[config.mk]
export PLATFORM = sky130hd
export DESIGN_NAME = scancode_to_ascii_translator
export DESIGN_NICKNAME = d
export VERILOG_FILES = /design/src/hdl/s2a_pkg.sv /design/src/hdl/s2a_keymap.sv /design/src/hdl/scancode_to_ascii_translator.sv
export VERILOG_INCLUDE_DIRS = /design/src /design/src/hdl
export SDC_FILE = /design/constraint.sdc
export NUM_CORES = 1
export LEC_CHECK = 0
export BUFFER_PORTS_ARGS = -buffer_cell sky130_fd_sc_hd__clkbuf_2
export CAP_MARGIN = 20
export CORE_MARGIN = 4
export CORE_UTILIZATION = 35
export CTS_CLUSTER_DIAMETER = 150
export CTS_CLUSTER_SIZE = 24
export DETAILED_ROUTE_END_ITERATION = 8
export PLACE_DENSITY = 0.6
export SLEW_MARGIN = 15
export SYNTH_ARGS = -nofsm -noshare
export SYNTH_HDL_FRONTEND = slang
export SYNTH_SLANG_ARGS = --single-unit
[constraint.sdc]
create_clock -name clk_i -period 2.7 [get_ports clk_i]
set_input_delay 0.135 -clock clk_i [delete_from_list [all_inputs] [get_ports clk_i]]
set_output_delay 0.135 -clock clk_i [all_outputs]
set_load 0.02 [all_outputs]
[src/hdl/scancode_to_ascii_translator_defines.svh]
// ----------------------------------------------------------------------------
// Scan code translator assertion macros
// Shared concurrent assertion forms, clocked on clk_i and reset by rst_ni.
// ----------------------------------------------------------------------------
`ifndef SCANCODE_TO_ASCII_TRANSLATOR_DEFINES_SVH
`define SCANCODE_TO_ASCII_TRANSLATOR_DEFINES_SVH

// The consequent must hold in the same cycle as the antecedent.
`define S2A_ASSERT_NOW(label, ante, cons, msg) \
  label: assert property (@(posedge clk_i) disable iff (!rst_ni) \
    (ante) |-> (cons)) else $error(msg);

// The consequent must hold in the cycle after the antecedent.
`define S2A_ASSERT_NEXT(label, ante, cons, msg) \
  label: assert property (@(posedge clk_i) disable iff (!rst_ni) \
    (ante) |=> (cons)) else $error(msg);

`endif

[src/hdl/s2a_pkg.sv]
// ----------------------------------------------------------------------------
// Scan code translator package
// Scan code constants, the modifier state type and the character tables.
// ----------------------------------------------------------------------------
package s2a_pkg;

  localparam int unsigned KEY_COUNT = 58;
  localparam int unsigned KEY_IDX_W = 6;
  localparam int unsigned CHAR_W    = 7;

  // Scan code set 1 bytes with a special meaning.
  localparam logic [7:0] SC_PREFIX      = 8'hE0;
  localparam logic [7:0] SC_ALT_MAKE    = 8'h38;
  localparam logic [7:0] SC_ALT_BREAK   = 8'hB8;
  localparam logic [7:0] SC_LSHIFT_MAKE = 8'h2A;
  localparam logic [7:0] SC_RSHIFT_MAKE = 8'h36;
  localparam logic [7:0] SC_LSHIFT_BRK  = 8'hAA;
  localparam logic [7:0] SC_RSHIFT_BRK  = 8'hB6;
  localparam logic [7:0] SC_CTRL_MAKE   = 8'h1D;
  localparam logic [7:0] SC_CTRL_BREAK  = 8'h9D;
  localparam logic [7:0] SC_CAPS_MAKE   = 8'h3A;

  // Case flip between lower and upper case letters.
  localparam logic [CHAR_W-1:0] CASE_BIT = 7'h20;

  // Modifier state that selects the character table.
  typedef struct packed {
    logic shift;
    logic caps;
  } mod_state_t;

  localparam logic [CHAR_W-1:0] PLAIN_TAB [KEY_COUNT] = '{
    7'h00, 7'h1B, 7'h31, 7'h32, 7'h33, 7'h34, 7'h35, 7'h36, 7'h37, 7'h38,
    7'h39, 7'h30, 7'h2D, 7'h3D, 7'h08, 7'h09, 7'h71, 7'h77, 7'h65, 7'h72,
    7'h74, 7'h79, 7'h75, 7'h69, 7'h6F, 7'h70, 7'h5B, 7'h5D, 7'h0A, 7'h00,
    7'h61, 7'h73, 7'h64, 7'h66, 7'h67, 7'h68, 7'h6A, 7'h6B, 7'h6C, 7'h3B,
    7'h27, 7'h60, 7'h00, 7'h5C, 7'h7A, 7'h78, 7'h63, 7'h76, 7'h62, 7'h6E,
    7'h6D, 7'h2C, 7'h2E, 7'h2F, 7'h00, 7'h00, 7'h00, 7'h20
  };

  localparam logic [CHAR_W-1:0] SHIFT_TAB [KEY_COUNT] = '{
    7'h00, 7'h1B, 7'h21, 7'h40, 7'h23, 7'h24, 7'h25, 7'h5E, 7'h26, 7'h2A,
    7'h28, 7'h29, 7'h5F, 7'h2B, 7'h08, 7'h09, 7'h51, 7'h57, 7'h45, 7'h52,
    7'h54, 7'h59, 7'h55, 7'h49, 7'h4F, 7'h50, 7'h7B, 7'h7D, 7'h0A, 7'h00,
    7'h41, 7'h53, 7'h44, 7'h46, 7'h47, 7'h48, 7'h4A, 7'h4B, 7'h4C, 7'h3A,
    7'h22, 7'h7E, 7'h00, 7'h7C, 7'h5A, 7'h58, 7'h43, 7'h56, 7'h42, 7'h4E,
    7'h4D, 7'h3C, 7'h3E, 7'h3F, 7'h00, 7'h00, 7'h00, 7'h20
  };

endpackage

[src/hdl/s2a_keymap.sv]
// ----------------------------------------------------------------------------
// Scan code translator key map
// Looks up the character of a make code and applies caps lock to letters.
// ----------------------------------------------------------------------------
module s2a_keymap (
  input  logic [s2a_pkg::KEY_IDX_W-1:0] key_idx_i,
  input  s2a_pkg::mod_state_t           mods_i,
  output logic [s2a_pkg::CHAR_W-1:0]    char_code_o
);

  logic [s2a_pkg::CHAR_W-1:0] base_char;
  logic                       is_letter;

  // Table lookup; indexes past the last key read as an unmapped key.
  always_comb begin
    base_char = '0;
    if (32'(key_idx_i) < s2a_pkg::KEY_COUNT) begin
      base_char = mods_i.shift ? s2a_pkg::SHIFT_TAB[key_idx_i]
                               : s2a_pkg::PLAIN_TAB[key_idx_i];
    end
  end

  // Caps lock flips the case of letters only.
  assign is_letter = ((base_char >= 7'h61) && (base_char <= 7'h7A)) ||
                     ((base_char >= 7'h41) && (base_char <= 7'h5A));

  assign char_code_o = (mods_i.caps && is_letter) ? (base_char ^ s2a_pkg::CASE_BIT)
                                                  : base_char;

endmodule

[src/hdl/scancode_to_ascii_translator.sv]
// ----------------------------------------------------------------------------
// Scan code set 1 to ASCII translator with a single registered lookup stage.
// Throughput 1 byte per cycle while no finished result is stalled.
// Reset clears all modifiers, the prefix flag and the output valid flag.
// ----------------------------------------------------------------------------
`include "scancode_to_ascii_translator_defines.svh"

module scancode_to_ascii_translator (
  input  logic                       clk_i,
  input  logic                       rst_ni,
  input  logic                       in_valid_i,
  output logic                       in_stall_o,
  input  logic [7:0]                 scan_byte_i,
  output logic                       out_valid_o,
  input  logic                       out_stall_i,
  output logic [s2a_pkg::CHAR_W-1:0] char_code_o
);

  logic shift_q, shift_d;
  logic caps_q, caps_d;
  logic ctrl_q, ctrl_d;
  logic alt_q, alt_d;
  logic prefix_q, prefix_d;
  logic out_valid_q, out_valid_d;
  logic [s2a_pkg::CHAR_W-1:0] char_q;

  logic                       in_acc;
  logic                       emit;
  s2a_pkg::mod_state_t        mods;
  logic [s2a_pkg::CHAR_W-1:0] lookup_char;
  logic                       prefix_acc;
  logic                       caps_acc;
  logic                       alt_acc;

  // A new transaction is taken unless a finished result is stalled.
  assign in_stall_o = out_valid_q && out_stall_i;
  assign in_acc     = in_valid_i && !in_stall_o;

  assign mods = s2a_pkg::mod_state_t'{shift: shift_q, caps: caps_q};

  s2a_keymap u_keymap (
    .key_idx_i   (scan_byte_i[s2a_pkg::KEY_IDX_W-1:0]),
    .mods_i      (mods),
    .char_code_o (lookup_char)
  );

  // Modifier decode; the prefix only changes its own flag.
  always_comb begin
    shift_d  = shift_q;
    caps_d   = caps_q;
    ctrl_d   = ctrl_q;
    alt_d    = alt_q;
    prefix_d = prefix_q;
    emit     = 1'b0;
    if (in_acc) begin
      if (scan_byte_i == s2a_pkg::SC_PREFIX) begin
        prefix_d = 1'b1;
      end else begin
        prefix_d = 1'b0;
        unique case (scan_byte_i) inside
          s2a_pkg::SC_ALT_MAKE:  alt_d = 1'b1;
          s2a_pkg::SC_ALT_BREAK: alt_d = 1'b0;
          s2a_pkg::SC_LSHIFT_MAKE, s2a_pkg::SC_RSHIFT_MAKE: shift_d = 1'b1;
          s2a_pkg::SC_LSHIFT_BRK, s2a_pkg::SC_RSHIFT_BRK:   shift_d = 1'b0;
          s2a_pkg::SC_CTRL_MAKE:  ctrl_d = 1'b1;
          s2a_pkg::SC_CTRL_BREAK: ctrl_d = 1'b0;
          s2a_pkg::SC_CAPS_MAKE:  caps_d = !caps_q;
          default: emit = !ctrl_q && (32'(scan_byte_i) < s2a_pkg::KEY_COUNT);
        endcase
      end
    end
  end

  // Output valid: loaded on a transaction, cleared once the result is taken.
  always_comb begin
    out_valid_d = out_valid_q;
    if (in_acc) begin
      out_valid_d = emit;
    end else if (!out_stall_i) begin
      out_valid_d = 1'b0;
    end
  end

  // Modifier state and result valid flag.
  always_ff @(posedge clk_i or negedge rst_ni) begin
    if (!rst_ni) begin
      shift_q     <= 1'b0;
      caps_q      <= 1'b0;
      ctrl_q      <= 1'b0;
      alt_q       <= 1'b0;
      prefix_q    <= 1'b0;
      out_valid_q <= 1'b0;
    end else begin
      shift_q     <= shift_d;
      caps_q      <= caps_d;
      ctrl_q      <= ctrl_d;
      alt_q       <= alt_d;
      prefix_q    <= prefix_d;
      out_valid_q <= out_valid_d;
    end
  end

  // Result character register.
  always_ff @(posedge clk_i) begin
    if (in_acc && emit) begin
      char_q <= lookup_char;
    end
  end

  assign out_valid_o = out_valid_q;
  assign char_code_o = char_q;

  // Accepted transactions of the codes that the checks below look at.
  assign prefix_acc = in_acc && (scan_byte_i == s2a_pkg::SC_PREFIX);
  assign caps_acc   = in_acc && (scan_byte_i == s2a_pkg::SC_CAPS_MAKE);
  assign alt_acc    = in_acc && (scan_byte_i == s2a_pkg::SC_ALT_MAKE);

  // Checks on the modifier tracking and the result register.
  `S2A_ASSERT_NEXT(a_prefix_set, prefix_acc, prefix_q, "prefix flag not set")
  `S2A_ASSERT_NEXT(a_caps_toggle, caps_acc, caps_q != $past(caps_q), "caps lock did not toggle")
  `S2A_ASSERT_NEXT(a_alt_quiet, alt_acc, alt_q && !out_valid_q, "alt make mishandled")
  `S2A_ASSERT_NOW(a_result_source, $rose(out_valid_q), $past(in_acc && !ctrl_q), "stray result")

endmodule

Word level (Yosys, flattened, before mapping) --
Memories as Yosys holds them, arrays and structs flattened. Cells that the tools add are included. W data, S select, Z words.
Storage, ports and cells: memories 2, input bits 12, word-level logic and storage cells 61, memory bits (read-only) 896, register bits 11
Memories:
- (no name shown) | depth 64, width 7, read ports 1, clocked after Yosys merged registers in 0, write ports 0, RTL line s2a_keymap.sv:19 | : s2a_pkg::PLAIN_TAB[key_idx_i];
- (no name shown) | depth 64, width 7, read ports 1, clocked after Yosys merged registers in 0, write ports 0, RTL line s2a_keymap.sv:18 | base_char = mods_i.shift ? s2a_pkg::SHIFT_TAB[key_idx_i]
Operators by class: $lt $le $gt $ge 7, muxes and demuxes 14, equality and inequality tests 11, bitwise operators 3, reductions and logical operators 19
Operators with widths (number):
- $mux W7 | 6
- $eq A8 B8 Y1 const B | 5
- $eq A8 B6 Y1 const B | 4
- $ge A7 B7 Y1 const B | 3
- $le A7 B7 Y1 const B | 2
- $reduce_and A3 Y1 | 3
- $reduce_or A9 Y1 | 1
- $eq A8 B5 Y1 const B | 1
- $lt A8 B6 Y1 const B | 1
- $logic_and A1 B1 Y1 | 7
- $not A6 Y7 | 1
- $lt A6 B6 Y1 const B | 1
- $mux W6 | 1
- $mux W1 | 5
- $pmux W1 S2 | 2
- $reduce_bool A2 Y1 | 2
- $reduce_or A2 Y1 | 2
- $logic_not A1 Y1 | 3
- $ne A2 B1 Y1 const B | 1
- $not A1 Y1 | 2
- $logic_or A1 B1 Y1 | 1

Depth between registers and ports, before layout --
Gate-level depths: netlist of the first run.
word-level depth 11, mapped depth 11, mapped depth without buffers 9

Cells and area by module --
From an unflattened synthesis of the first run, not the netlist that was laid out.
Unflattened totals: cells, all modules 213, area total of the unflattened synthesis 1691.6 µm²
Modules (own cells, without submodules):
- s2a_keymap | cells each 177, seq. area each 0.0 µm², area each 1186.1 µm², times used 1
- scancode_to_ascii_translator | cells each 36, seq. area each 310.3 µm², area each 505.5 µm², times used 1

Worst setup path after synthesis of the first run --
No wires, ideal clock.
path kind input port to flip-flop, from input port scan_byte_i[0], to register char_q, in the netlist char_code_o[5], data pin, path buffers 2, data arrival time 2265 ps, path slack 174 ps, cell stages on the path 10, cells stage by stage buf_2 -> inv_1 -> ha_1 -> buf_2 -> o211a_1 -> o311a_1 -> o41ai_1 -> or4_1 -> o221ai_2 -> xor2_1
Between the ends: word-level cells in the longest chain between the ends 11, elaborated cells between the ends (all ways) 20, classes of those cells order compare: 5; mux: 7; bitwise: 2; reduce/logical: 4; memory: 2
Ends and longest elaborated chain:
- start: declaration | RTL line scancode_to_ascii_translator.sv:13 | input logic [7:0] scan_byte_i,
- $not A6 Y7 (not written as such) | RTL line s2a_keymap.sv:18, s2a_keymap.sv:19
- $mem_v2 Z64 W7, on equally long branches
- $mux W7, on equally long branches (2 in a row) | RTL line s2a_keymap.sv:19, s2a_keymap.sv:18
- $mux W7 | RTL line s2a_keymap.sv:18
- $mux W7 (*) | RTL line s2a_keymap.sv:17 | if (32'(key_idx_i) < s2a_pkg::KEY_COUNT) begin
- $ge A7 B7 Y1, or another cell as far along | RTL line s2a_keymap.sv:24 | assign is_letter = ((base_char >= 7'h61) && (base_char <= 7'h7A)) ||
- $logic_and A1 B1 Y1, on equally long branches | RTL line s2a_keymap.sv:24, s2a_keymap.sv:25
- $logic_or A1 B1 Y1 | RTL line s2a_keymap.sv:24
- $logic_and A1 B1 Y1 | RTL line s2a_keymap.sv:27 | assign char_code_o = (mods_i.caps && is_letter) ? (base_char ^ s2a_pkg::CASE_BIT)
- $mux W6 (*) | RTL line s2a_keymap.sv:27
- named net lookup_char, one bit | RTL line scancode_to_ascii_translator.sv:30 | logic [s2a_pkg::CHAR_W-1:0] lookup_char;
- end signal: assignment | RTL line scancode_to_ascii_translator.sv:106 | char_q <= lookup_char;
- end: declaration | RTL line scancode_to_ascii_translator.sv:25 | logic [s2a_pkg::CHAR_W-1:0] char_q;
The timed path passes the listed nets; every way through them passes the cells marked *. The select of a mux whose other input is x is not followed. A chain may end at the register's enable or synchronous reset.

Worst setup path after layout of the first run --
from register shift_q, to register char_q, in the netlist char_code_o[5], data pin
Between the ends: word-level cells in the longest chain between the ends 7, elaborated cells between the ends (all ways) 12, classes of those cells order compare: 4; mux: 3; bitwise: 1; reduce/logical: 4
Ends and longest elaborated chain:
- start: declaration | RTL line scancode_to_ascii_translator.sv:19 | logic shift_q, shift_d;
- start signal: assignment | RTL line scancode_to_ascii_translator.sv:94 | shift_q <= shift_d;
- $mux W7 (*) | RTL line s2a_keymap.sv:18
- $mux W7 (*) | RTL line s2a_keymap.sv:17
- $ge A7 B7 Y1, or another cell as far along | RTL line s2a_keymap.sv:24
- $logic_and A1 B1 Y1, on equally long branches | RTL line s2a_keymap.sv:24, s2a_keymap.sv:25
- $logic_or A1 B1 Y1 | RTL line s2a_keymap.sv:24
- $logic_and A1 B1 Y1 | RTL line s2a_keymap.sv:27
- $mux W6 (*) | RTL line s2a_keymap.sv:27
- named net lookup_char, one bit | RTL line scancode_to_ascii_translator.sv:30
The timed path passes the listed nets; every way through them passes the cells marked *.

==> impl_metrics.env, run 1 <==
export IMPL_yosys_top_cells_area="edfxtp_1 12%, ha_1 10%, dfrtp_1 5.7%, a21oi_1 5.5%, nand2_1 4.3%"
export IMPL_gr_total_overflow=0
export IMPL_synthArstFlopShare_pct=36.4
export IMPL_worstSetupStartpointType="register"
export IMPL_reg2reg_to="char_code_o[5]$_DFFE_PP_"
export IMPL_grt_max_degree=29
export IMPL_criticalPathCategory="reg2reg"
export IMPL_worstHoldPathCells=2
export IMPL_synth_area_leader_cell="edfxtp_1"
export IMPL_die_w_um=78.6
export IMPL_avgSynthCellArea_um2=7.68
export IMPL_cts_root_buf="clkbuf_8"
export IMPL_worst_slack_ns=0.293
export IMPL_whs_ns=0.146
export IMPL_io_buffers=20
export IMPL_cp_max_fo=13
export IMPL_place_ws_ns=0.143
export IMPL_p_leak_uw=0.000838
export IMPL_avgRoutedWirePerCell_um=15.8
export IMPL_p_total_uw=646
export IMPL_drt_pass1_iter_count=4
export IMPL_yosysWarnings=0
export IMPL_setup_violations=0
export IMPL_grt_pass1_vias=1749
export IMPL_die_area_mm2=0.00617
export IMPL_min_path_type="in2reg"
export IMPL_cts_tree="built"
export IMPL_grt_setup_unrepaired="false"
export IMPL_grt_pass1_wl_um=8360
export IMPL_vias=1817
export IMPL_drt_iter0_drc=212
export IMPL_vias_per_cell=5.73
export IMPL_max_slew_margin_pct=68.6
export IMPL_ios=21
export IMPL_antenna_left=0
export IMPL_cts_htree_levels=1
export IMPL_core_area_mm2=0.00479
export IMPL_synth_edff_count=7
export IMPL_clk_pin_slew_ns=0.05
export IMPL_synth_ff_type="edfxtp_1"
export IMPL_hold_path_endpoint="shift_q$_DFFE_PN0P_"
export IMPL_syn_nets=253
export IMPL_met3_length_um=329
export IMPL_cts_hold_buf=1
export IMPL_dp_cells=312
export IMPL_cts_repair_resized=0
export IMPL_period_share_pct=89.1
export IMPL_met1_length_um=2110
export IMPL_cts_buffer_depth=2
export IMPL_antenna_found_initial=0
export IMPL_die_h_um=78.6
export IMPL_synthCells=227
export IMPL_synth_area_mm2=0.00174
export IMPL_fillers=487
export IMPL_routed_top_layer="met4"
export IMPL_setup_tns_ns=0
export IMPL_fmax_ghz=0.415
export IMPL_wl_met2_um=2430
export IMPL_rrSetupSlack_ns=0.29
export IMPL_rows=25
export IMPL_nNetsFinal=277
export IMPL_period_needed_ns=2.41
export IMPL_drive_above_1_share_pct=21.2
export IMPL_synth_seq_cells=11
export IMPL_yosysTopAreaCellShare_pct=12.1
export IMPL_post_cts_buffers=0
export IMPL_seq_area_frac_synth_pct=17.8
export IMPL_cp_arrival_ns=2.39
export IMPL_synth_cell_types=55
export IMPL_final_cells=317
export IMPL_tightest_slew_ns=0.472
export IMPL_numCtsBuffers=3
export IMPL_drv_slew=0
export IMPL_start_util_pct=36.4
export IMPL_most_common_layout_cells="20 x nand2_1, 20 x clkbuf_2, 19 x a21oi_1, 16 x nor2_1, 15 x buf_4"
export IMPL_status="finished, final reports clean"
export IMPL_skew_ns=0.00284
export IMPL_syn_to_final_growth_pct=16.2
export IMPL_hold_viol=0
export IMPL_insertion_delay_ns=0.23
export IMPL_ir_worst_vdd_mv=0.191
export IMPL_cp_end_kind="register"
export IMPL_routed_wl_um=5000
export IMPL_cap_violations=0
export IMPL_grt_use_total_pct=16.5
export IMPL_worstReg2RegStart="shift_q$_DFFE_PN0P_"
export IMPL_p_per_area_mw_per_mm2=319
export IMPL_antenna_diode_count=0
export IMPL_worstPathRequired_ns=2.68
export IMPL_r2r_cells=8
export IMPL_drc=0
export IMPL_cts_sinks=11
export IMPL_hpwl_um=3760
export IMPL_min_from="scan_byte_i[7]"
export IMPL_routabilityCongestion=0.917
routing by layer:
metal	global-route usage, %	vias up
li1	-	897
met1	21.5	842
met2	27.7	68
met3	2.18	10
met4	5.77	0
met5	0	-
cells in the mapped netlist (5+ instances only):
cell type,count
nand2_1,20
o211ai_1,5
o21ai_0,12
ha_1,14
buf_2,8
a21oi_1,19
inv_1,8
nand3_1,6
edfxtp_1,7
a31oi_1,6
nor2b_1,5
nand2b_1,12
o31ai_1,6
nand3b_1,6
nor2_1,16
metrics by stage:
stage          utilization (%)  instance area [um2]
2_1_floorplan                -                 1740
6_report                  42.3                 2020
3_3_place_gp              41.1                 1970
4_1_cts                   42.3                 2020
5_1_grt                   42.3                 2020
3_5_place_dp              41.1                 1970
area by class of cell:
| class | instances | area (um2) | area share [%] |
|---|---|---|---|
| Clock buffer | 3 | 41.3 | 2.04 |
| Timing Repair Buffer | 38 | 263 | 13.0 |
| Sequential cell | 11 | 310 | 15.3 |
| Tap cell | 67 | 83.8 | 4.14 |
| Inverter | 9 | 33.8 | 1.67 |
| Clock inverter | 1 | 5.00 | 0.247 |
| Multi-Input combinational cell | 188 | 1290 | 63.6 |
logic make-up (layout without fill, tap and decap cells):
kind of cell	after synthesis	after routing	synth area share [%]
xor gates and xnor gates	4	4	2.01
AOI/OAI and AO/OA	76	76	30.0
and+or+nand+nor	86	86	26.3
DFF	11	11	17.8
buffers and inverters	28	51	8.33
muxes	8	8	5.53
adders and majority gates	14	14	10.1
registers in the layout, indices dropped and copies added (netlist names):
register / cells
caps_q: 1
out_valid_o: 1
shift_q: 1
ctrl_q: 1
char_code_o: 7
critical path, stage by stage, from the launching register on:
cell and delay, ns:
dfrtp_1 0.61, nand2_1 0.10, o211a_1 0.13, o311a_1 0.33, o41ai_1 0.40, buf_4 0.19
or4_1 0.12, o221ai_2 0.10, xor2_1 0.17
power by group:
group,switching (uW),total (uW),internal [uW]
registers,11.5,204,193
logic,166,283,117
clock network,57.7,159,101
total,236,646,411
how the worst max path moves through the flow:
stage                                    from                       end  cells after the start
after floorplan                scan_byte_i[0]  char_code_o[5]$_DFFE_PP_                     10
after global placement         scan_byte_i[0]  char_code_o[5]$_DFFE_PP_                     10
after detailed placement       scan_byte_i[0]  char_code_o[5]$_DFFE_PP_                     10
after CTS                 shift_q$_DFFE_PN0P_  char_code_o[5]$_DFFE_PP_                      8
after global routing      shift_q$_DFFE_PN0P_  char_code_o[5]$_DFFE_PP_                      8
final                     shift_q$_DFFE_PN0P_  char_code_o[5]$_DFFE_PP_                      8
No activity file was read; power rests on OpenSTA's default activity.
==> run 2, diff against run 1 <==
--- a/config.mk
+++ b/config.mk
@@ -14,6 +14,7 @@
 export CTS_CLUSTER_SIZE = 24
 export DETAILED_ROUTE_END_ITERATION = 8
 export PLACE_DENSITY = 0.6
+export REMOVE_ABC_BUFFERS = 1
 export SLEW_MARGIN = 15
 export SYNTH_ARGS = -nofsm -noshare
 export SYNTH_HDL_FRONTEND = slang
==> constraint.sdc (replaced) <==
create_clock -name clk_i -period 2.8 [get_ports clk_i]
set_input_delay 0.14 -clock clk_i [delete_from_list [all_inputs] [get_ports clk_i]]
set_output_delay 0.14 -clock clk_i [all_outputs]
set_load 0.02 [all_outputs]
==> run 2 against run 1 <==
Hold slack got worse by 0.017 ns. Die area stayed put. Cell area down 0.19%. Power is 3.6% lower. First-iteration DRC count fell by 16%. Highest routed layer unchanged.
==> impl_metrics.env, run 2 (synthesized netlist as in run 1, its figures left out) <==
export IMPL_routabilityCongestion=0.849
export IMPL_hpwl_um=3680
export IMPL_criticalPathCategory="reg2reg"
export IMPL_post_cts_buffers=0
export IMPL_period_needed_ns=2.42
export IMPL_r2r_cells=7
export IMPL_numCtsBuffers=3
export IMPL_setup_violations=0
export IMPL_drt_iter0_drc=178
export IMPL_grt_util_met3_pct=2.29
export IMPL_antenna_left=0
export IMPL_setup_tns_ns=0
export IMPL_antenna_found_initial=0
export IMPL_syn_to_final_growth_pct=15.9
export IMPL_cpLargestDelayFamily="compound AO/OA/AOI/OAI gates"
export IMPL_rows=25
export IMPL_p_per_area_mw_per_mm2=308
export IMPL_ios=21
export IMPL_busiest_layer="met2"
export IMPL_cts_buffer_depth=2
export IMPL_hold_viol=0
export IMPL_drt_pass1_iter_count=4
export IMPL_worstSetupStartpointType="register"
export IMPL_routed_wl_um=4970
export IMPL_place_ws_ns=0.276
export IMPL_drc=0
export IMPL_largest_reg_flops=7
export IMPL_vias=1834
export IMPL_worstReg2RegStart="shift_q$_DFFE_PN0P_"
export IMPL_drv_slew=0
export IMPL_antenna_diode_count=0
export IMPL_cp_end_kind="register"
export IMPL_crit_start="shift_q$_DFFE_PN0P_"
export IMPL_cap_violations=0
export IMPL_reg2reg_to="char_code_o[5]$_DFFE_PP_"
export IMPL_max_stage_delay_ns=0.65
export IMPL_cts_tree="built"
export IMPL_die_area_mm2=0.00617
export IMPL_worst_path_max_delay_cell="dfrtp_1"
export IMPL_grt_use_total_pct=16.4
export IMPL_clk_pin_slew_ns=0.05
export IMPL_final_area_mm2=0.00202
export IMPL_cts_root_buf="clkbuf_8"
export IMPL_gr_total_overflow=0
export IMPL_die_w_um=78.6
export IMPL_nNetsFinal=275
export IMPL_fmax_ghz=0.414
export IMPL_worst_path_buf_inv=0
export IMPL_grt_met2_usage_pct=25.7
export IMPL_avgRoutedWirePerCell_um=15.8
export IMPL_io_buffers=20
export IMPL_status="finished, final reports clean"
export IMPL_skew_ns=0.000921
export IMPL_cp_arrival_ns=2.40
export IMPL_tightest_slew_ns=0.498
export IMPL_cp_max_fo=15
export IMPL_start_util_pct=36.4
export IMPL_die_h_um=78.6
export IMPL_most_common_layout_cells="20 x nand2_1, 20 x clkbuf_2, 19 x a21oi_1, 16 x nor2_1, 14 x ha_1"
export IMPL_drive_above_1_share_pct=20.2
export IMPL_grt_setup_unrepaired="false"
export IMPL_final_cells=315
export IMPL_p_leak_uw=0.000830
export IMPL_cts_sinks=11
export IMPL_worstPathCellList="nand2_1, o211a_1, o311a_1, o41ai_1, or4_1, o221ai_2, xor2_1"
export IMPL_globalRouteMet1Util_pct=23.7
export IMPL_ir_worst_vdd_mv=0.150
export IMPL_worst_slack_ns=0.384
export IMPL_cts_htree_levels=1
export IMPL_max_slew_margin_pct=66.8
export IMPL_dp_cells=310
export IMPL_grt_pass1_wl_um=8220
export IMPL_cp_depth=7
export IMPL_core_area_mm2=0.00479
export IMPL_endpoint="char_code_o[5]$_DFFE_PP_"
export IMPL_period_share_pct=86.3
export IMPL_insertion_delay_ns=0.23
export IMPL_rrSetupSlack_ns=0.38
export IMPL_grt_max_degree=25
export IMPL_worstPathRequired_ns=2.78
export IMPL_placed_cell_area_mm2=0.00197
export IMPL_grt_pass1_vias=1661
export IMPL_vias_per_cell=5.82
export IMPL_min_path_type="in2reg"
run 2: cell count changes in the layout (fill, tap and decap cells not counted), sizes merged:
cell	before	now
buf	17	15
clkbuf	23	24
clkinv	1	0
run 2: cell type report:
class	instances	area (um2)
inverters	9	33.8
multi-input cells	188	1290
repair buffers	36	260
fillers	486	2770
clock buffers	4	45.0
flip-flops and latches	11	310
well taps	67	83.8
run 2: how the worst min path moves through the flow:
| stage | cells after the start | slack (ns) | end | start |
|---|---|---|---|---|
| 2_1_floorplan | 0 | -0.16 | caps_q$_DFFE_PN0P_ | rst_ni |
| 3_3_place_gp | 1 | -0.05 | out_valid_o$_DFFE_PN0P_ | rst_ni |
| 3_5_place_dp | 1 | -0.05 | out_valid_o$_DFFE_PN0P_ | rst_ni |
| 4_1_cts | 2 | 0.13 | shift_q$_DFFE_PN0P_ | scan_byte_i[7] |
| 5_1_grt | 2 | 0.14 | shift_q$_DFFE_PN0P_ | scan_byte_i[7] |
| 6_report | 2 | 0.13 | ctrl_q$_DFFE_PN0P_ | scan_byte_i[7] |
run 2: timing repair:
action                    4_1_cts  5_1_grt
hold endpoints to repair        4        0
hold buffers                    1        0
resized for setup               0        0
run 2: layer usage:
layer	vias up	routed length, um	part of all wire [%]
met5	-	0	0
met4	0	82	1.6
met3	11	312	6.3
met2	86	2240	45
met1	838	2330	47
li1	899	-	-
run 2: per-stage QoR:
stage / hold slack, ns / power [uW] / util (%)
floorplan: -0.156 / 349 / -
global placement: -0.0477 / 465 / 41.1
detailed placement: -0.0467 / 466 / 41.1
CTS: 0.125 / 625 / 42.2
global route: 0.140 / 668 / 42.2
finish: 0.129 / 623 / 42.2
run 2: where the power goes:
group / switching, uW / internal, uW
logic: 157 / 111
registers: 11.6 / 186
clock network: 57.0 / 99.7
total: 226 / 397
==> run 3, diff against run 2 <==
--- a/config.mk
+++ b/config.mk
@@ -18,4 +18,5 @@
 export SLEW_MARGIN = 15
 export SYNTH_ARGS = -nofsm -noshare
 export SYNTH_HDL_FRONTEND = slang
+export SYNTH_HIERARCHICAL = 1
 export SYNTH_SLANG_ARGS = --single-unit
==> run 3 against run 2 <==
Critical path depth increased by 1. Clock skew about the same. Final cell count decreased by 8.3%. Largest cell class unchanged.
==> impl_metrics.env, run 3 <==
export IMPL_synthCells=213
export IMPL_hpwl_um=3500
export IMPL_period_share_pct=88.3
export IMPL_synth_most_common_cell="nor2_1"
export IMPL_drv_slew=0
export IMPL_synth_ff_type="edfxtp_1"
export IMPL_yosysTopAreaCellShare_pct=12.4
export IMPL_final_cells=289
export IMPL_p_per_area_mw_per_mm2=311
export IMPL_gr_total_overflow=0
export IMPL_ios=21
export IMPL_synth_cell_types=64
export IMPL_nNetsFinal=260
export IMPL_cts_buffer_depth=2
export IMPL_avgSynthCellArea_um2=7.94
export IMPL_routabilityCongestion=0.948
export IMPL_drive_above_1_share_pct=23.4
export IMPL_rows=25
export IMPL_synth_area_leader_cell="edfxtp_1"
export IMPL_worstSetupStartpointType="register"
export IMPL_synth_seq_cells=11
export IMPL_final_common_cell="nor2_1"
export IMPL_grt_max_degree=21
export IMPL_cts_htree_levels=1
export IMPL_drt_iter0_drc=134
export IMPL_avgRoutedWirePerCell_um=16.3
export IMPL_most_common_layout_cells="21 x nor2_1, 20 x clkbuf_2, 17 x a21oi_1, 14 x buf_4"
export IMPL_die_w_um=77.5
export IMPL_fmax_ghz=0.404
export IMPL_dp_cells=284
export IMPL_routed_wl_um=4710
export IMPL_die_h_um=77.5
export IMPL_ir_worst_vdd_mv=0.148
export IMPL_die_area_mm2=0.00601
export IMPL_insertion_delay_ns=0.23
export IMPL_largest_reg_flops=7
export IMPL_cp_end_kind="register"
export IMPL_seq_area_frac_synth_pct=18.3
export IMPL_vias=1772
export IMPL_setup_violations=0
export IMPL_cap_violations=0
export IMPL_drc=0
export IMPL_worstPathCellList="buf_4, a31oi_1, a221oi_2, nor4b_1, o22a_1, nor4b_2, a311oi_2, xor2_1"
export IMPL_antenna_diode_count=0
export IMPL_cts_tree="built"
export IMPL_synth_area_mm2=0.00169
export IMPL_worst_path_max_delay_cell="dfrtp_1"
export IMPL_grt_setup_unrepaired="false"
export IMPL_vias_per_cell=6.13
export IMPL_max_slew_margin_pct=65.0
export IMPL_synth_edff_count=7
export IMPL_cp_arrival_ns=2.44
export IMPL_cts_repair_resized=0
export IMPL_max_stage_delay_ns=0.56
export IMPL_worstPathRequired_ns=2.77
export IMPL_grt_pass1_vias=1677
export IMPL_core_area_mm2=0.00469
export IMPL_cp_max_fo=15
export IMPL_tightest_slew_ns=0.512
export IMPL_clk_pin_slew_ns=0.05
export IMPL_fillers=474
export IMPL_criticalPathCategory="reg2reg"
export IMPL_grt_use_total_pct=16.3
export IMPL_synth_common_cells="21 x nor2_1, 17 x a21oi_1, 12 x ha_1, 12 x nand2_1, 11 x o21ai_0"
export IMPL_min_path_type="in2reg"
export IMPL_cts_sinks=11
export IMPL_p_leak_uw=0.000797
export IMPL_io_buffers=20
export IMPL_period_needed_ns=2.47
export IMPL_grt_pass1_wl_um=8240
export IMPL_antenna_found_initial=0
export IMPL_drt_pass1_iter_count=4
export IMPL_status="finished, final reports clean"
export IMPL_cts_root_buf="clkbuf_8"
export IMPL_yosys_top_cells_area="edfxtp_1 12%, ha_1 8.9%, dfrtp_1 5.9%, a21oi_1 5.0%, nor2_1 4.7%"
export IMPL_hold_viol=0
export IMPL_setup_tns_ns=0
export IMPL_skew_ns=0.00113
export IMPL_syn_to_final_growth_pct=14.5
export IMPL_numCtsBuffers=3
export IMPL_start_util_pct=36.1
export IMPL_yosysWarnings=6
export IMPL_antenna_left=0
export IMPL_synthArstFlopShare_pct=36.4
==> run 3: layout make-up <==
class / count / area (um2) / area share [%]
multi-input cells: 173 / 1250 / 64.7
flip-flops and latches: 11 / 310 / 16.0
repair buffers: 35 / 215 / 11.1
well taps: 54 / 67.6 / 3.49
clock buffers: 4 / 45.0 / 2.33
inverters: 12 / 45.0 / 2.33
==> run 3: final timing paths <==
path,start,endpoint,slack [ns],cells after the start
hold / removal,scan_byte_i[7],ctrl_q$_DFFE_PN0P_,0.12,2
min in group asynchronous,rst_ni,shift_q$_DFFE_PN0P_,0.25,2
setup reg to reg,shift_q$_DFFE_PN0P_,char_code_o[5]$_DFFE_PP_,0.33,8
max in group asynchronous,rst_ni,caps_q$_DFFE_PN0P_,2.43,2
hold reg to reg,caps_q$_DFFE_PN0P_,caps_q$_DFFE_PN0P_,0.49,1
setup / recovery,shift_q$_DFFE_PN0P_,char_code_o[5]$_DFFE_PP_,0.33,8
==> run 3: power breakdown <==
part           internal [uW]  switching, uW
logic                    104            153
registers                181           11.6
clock network           99.4           52.6
==> run 3: cells by family (layout without fill, tap and decap cells) <==
family	Yosys count	in the layout	synth area share, %
AO/OA/AOI/OAI	79	79	34.8
XOR/XNOR	2	2	1.04
adder cells (fa/ha/maj)	12	12	8.88
buffers and inverters	29	51	7.54
flip-flops	11	11	18.3
multiplexers	9	9	6.14
AND/OR/NAND/NOR	71	71	23.3
==> run 3: repair_timing <==
| action | in CTS | in global routing |
|---|---|---|
| hold buffers | 1 | 0 |
| buffers inserted | 0 | 0 |
| endpoints found under the hold margin | 4 | 0 |
==> run 3: metal layers <==
layer	global-route usage (%)	vias to the layer above	routed length (um)
li1	-	861	-
met1	23.0	832	2180
met2	26.6	73	2170
met3	1.28	6	303
met4	4.63	0	54
met5	0	-	0
==> run 3: worst max-delay path, delay by kind of cell, from the launching register on <==
| kind | cells | cell delay (ns) |
|---|---|---|
| AO/OA/AOI/OAI | 4 | 0.83 |
| XOR/XNOR | 1 | 0.10 |
| buffers and inverters | 1 | 0.26 |
| flip-flops | 1 | 0.56 |
| AND/OR/NAND/NOR | 2 | 0.46 |
==> run 3: per-stage QoR <==
| step | hold slack, ns | util (%) | total power [uW] | worst slack (ns) | cell area [um2] |
|---|---|---|---|---|---|
| after floorplan | -0.156 | - | 345 | 0.593 | 1610 |
| after global placement | -0.0473 | 40.1 | 451 | 0.286 | 1880 |
| after detailed placement | -0.0451 | 40.1 | 449 | 0.245 | 1880 |
| after CTS | 0.116 | 41.3 | 604 | 0.357 | 1940 |
| after global routing | 0.137 | 41.3 | 648 | 0.161 | 1940 |
| final | 0.124 | 41.3 | 603 | 0.326 | 1940 |
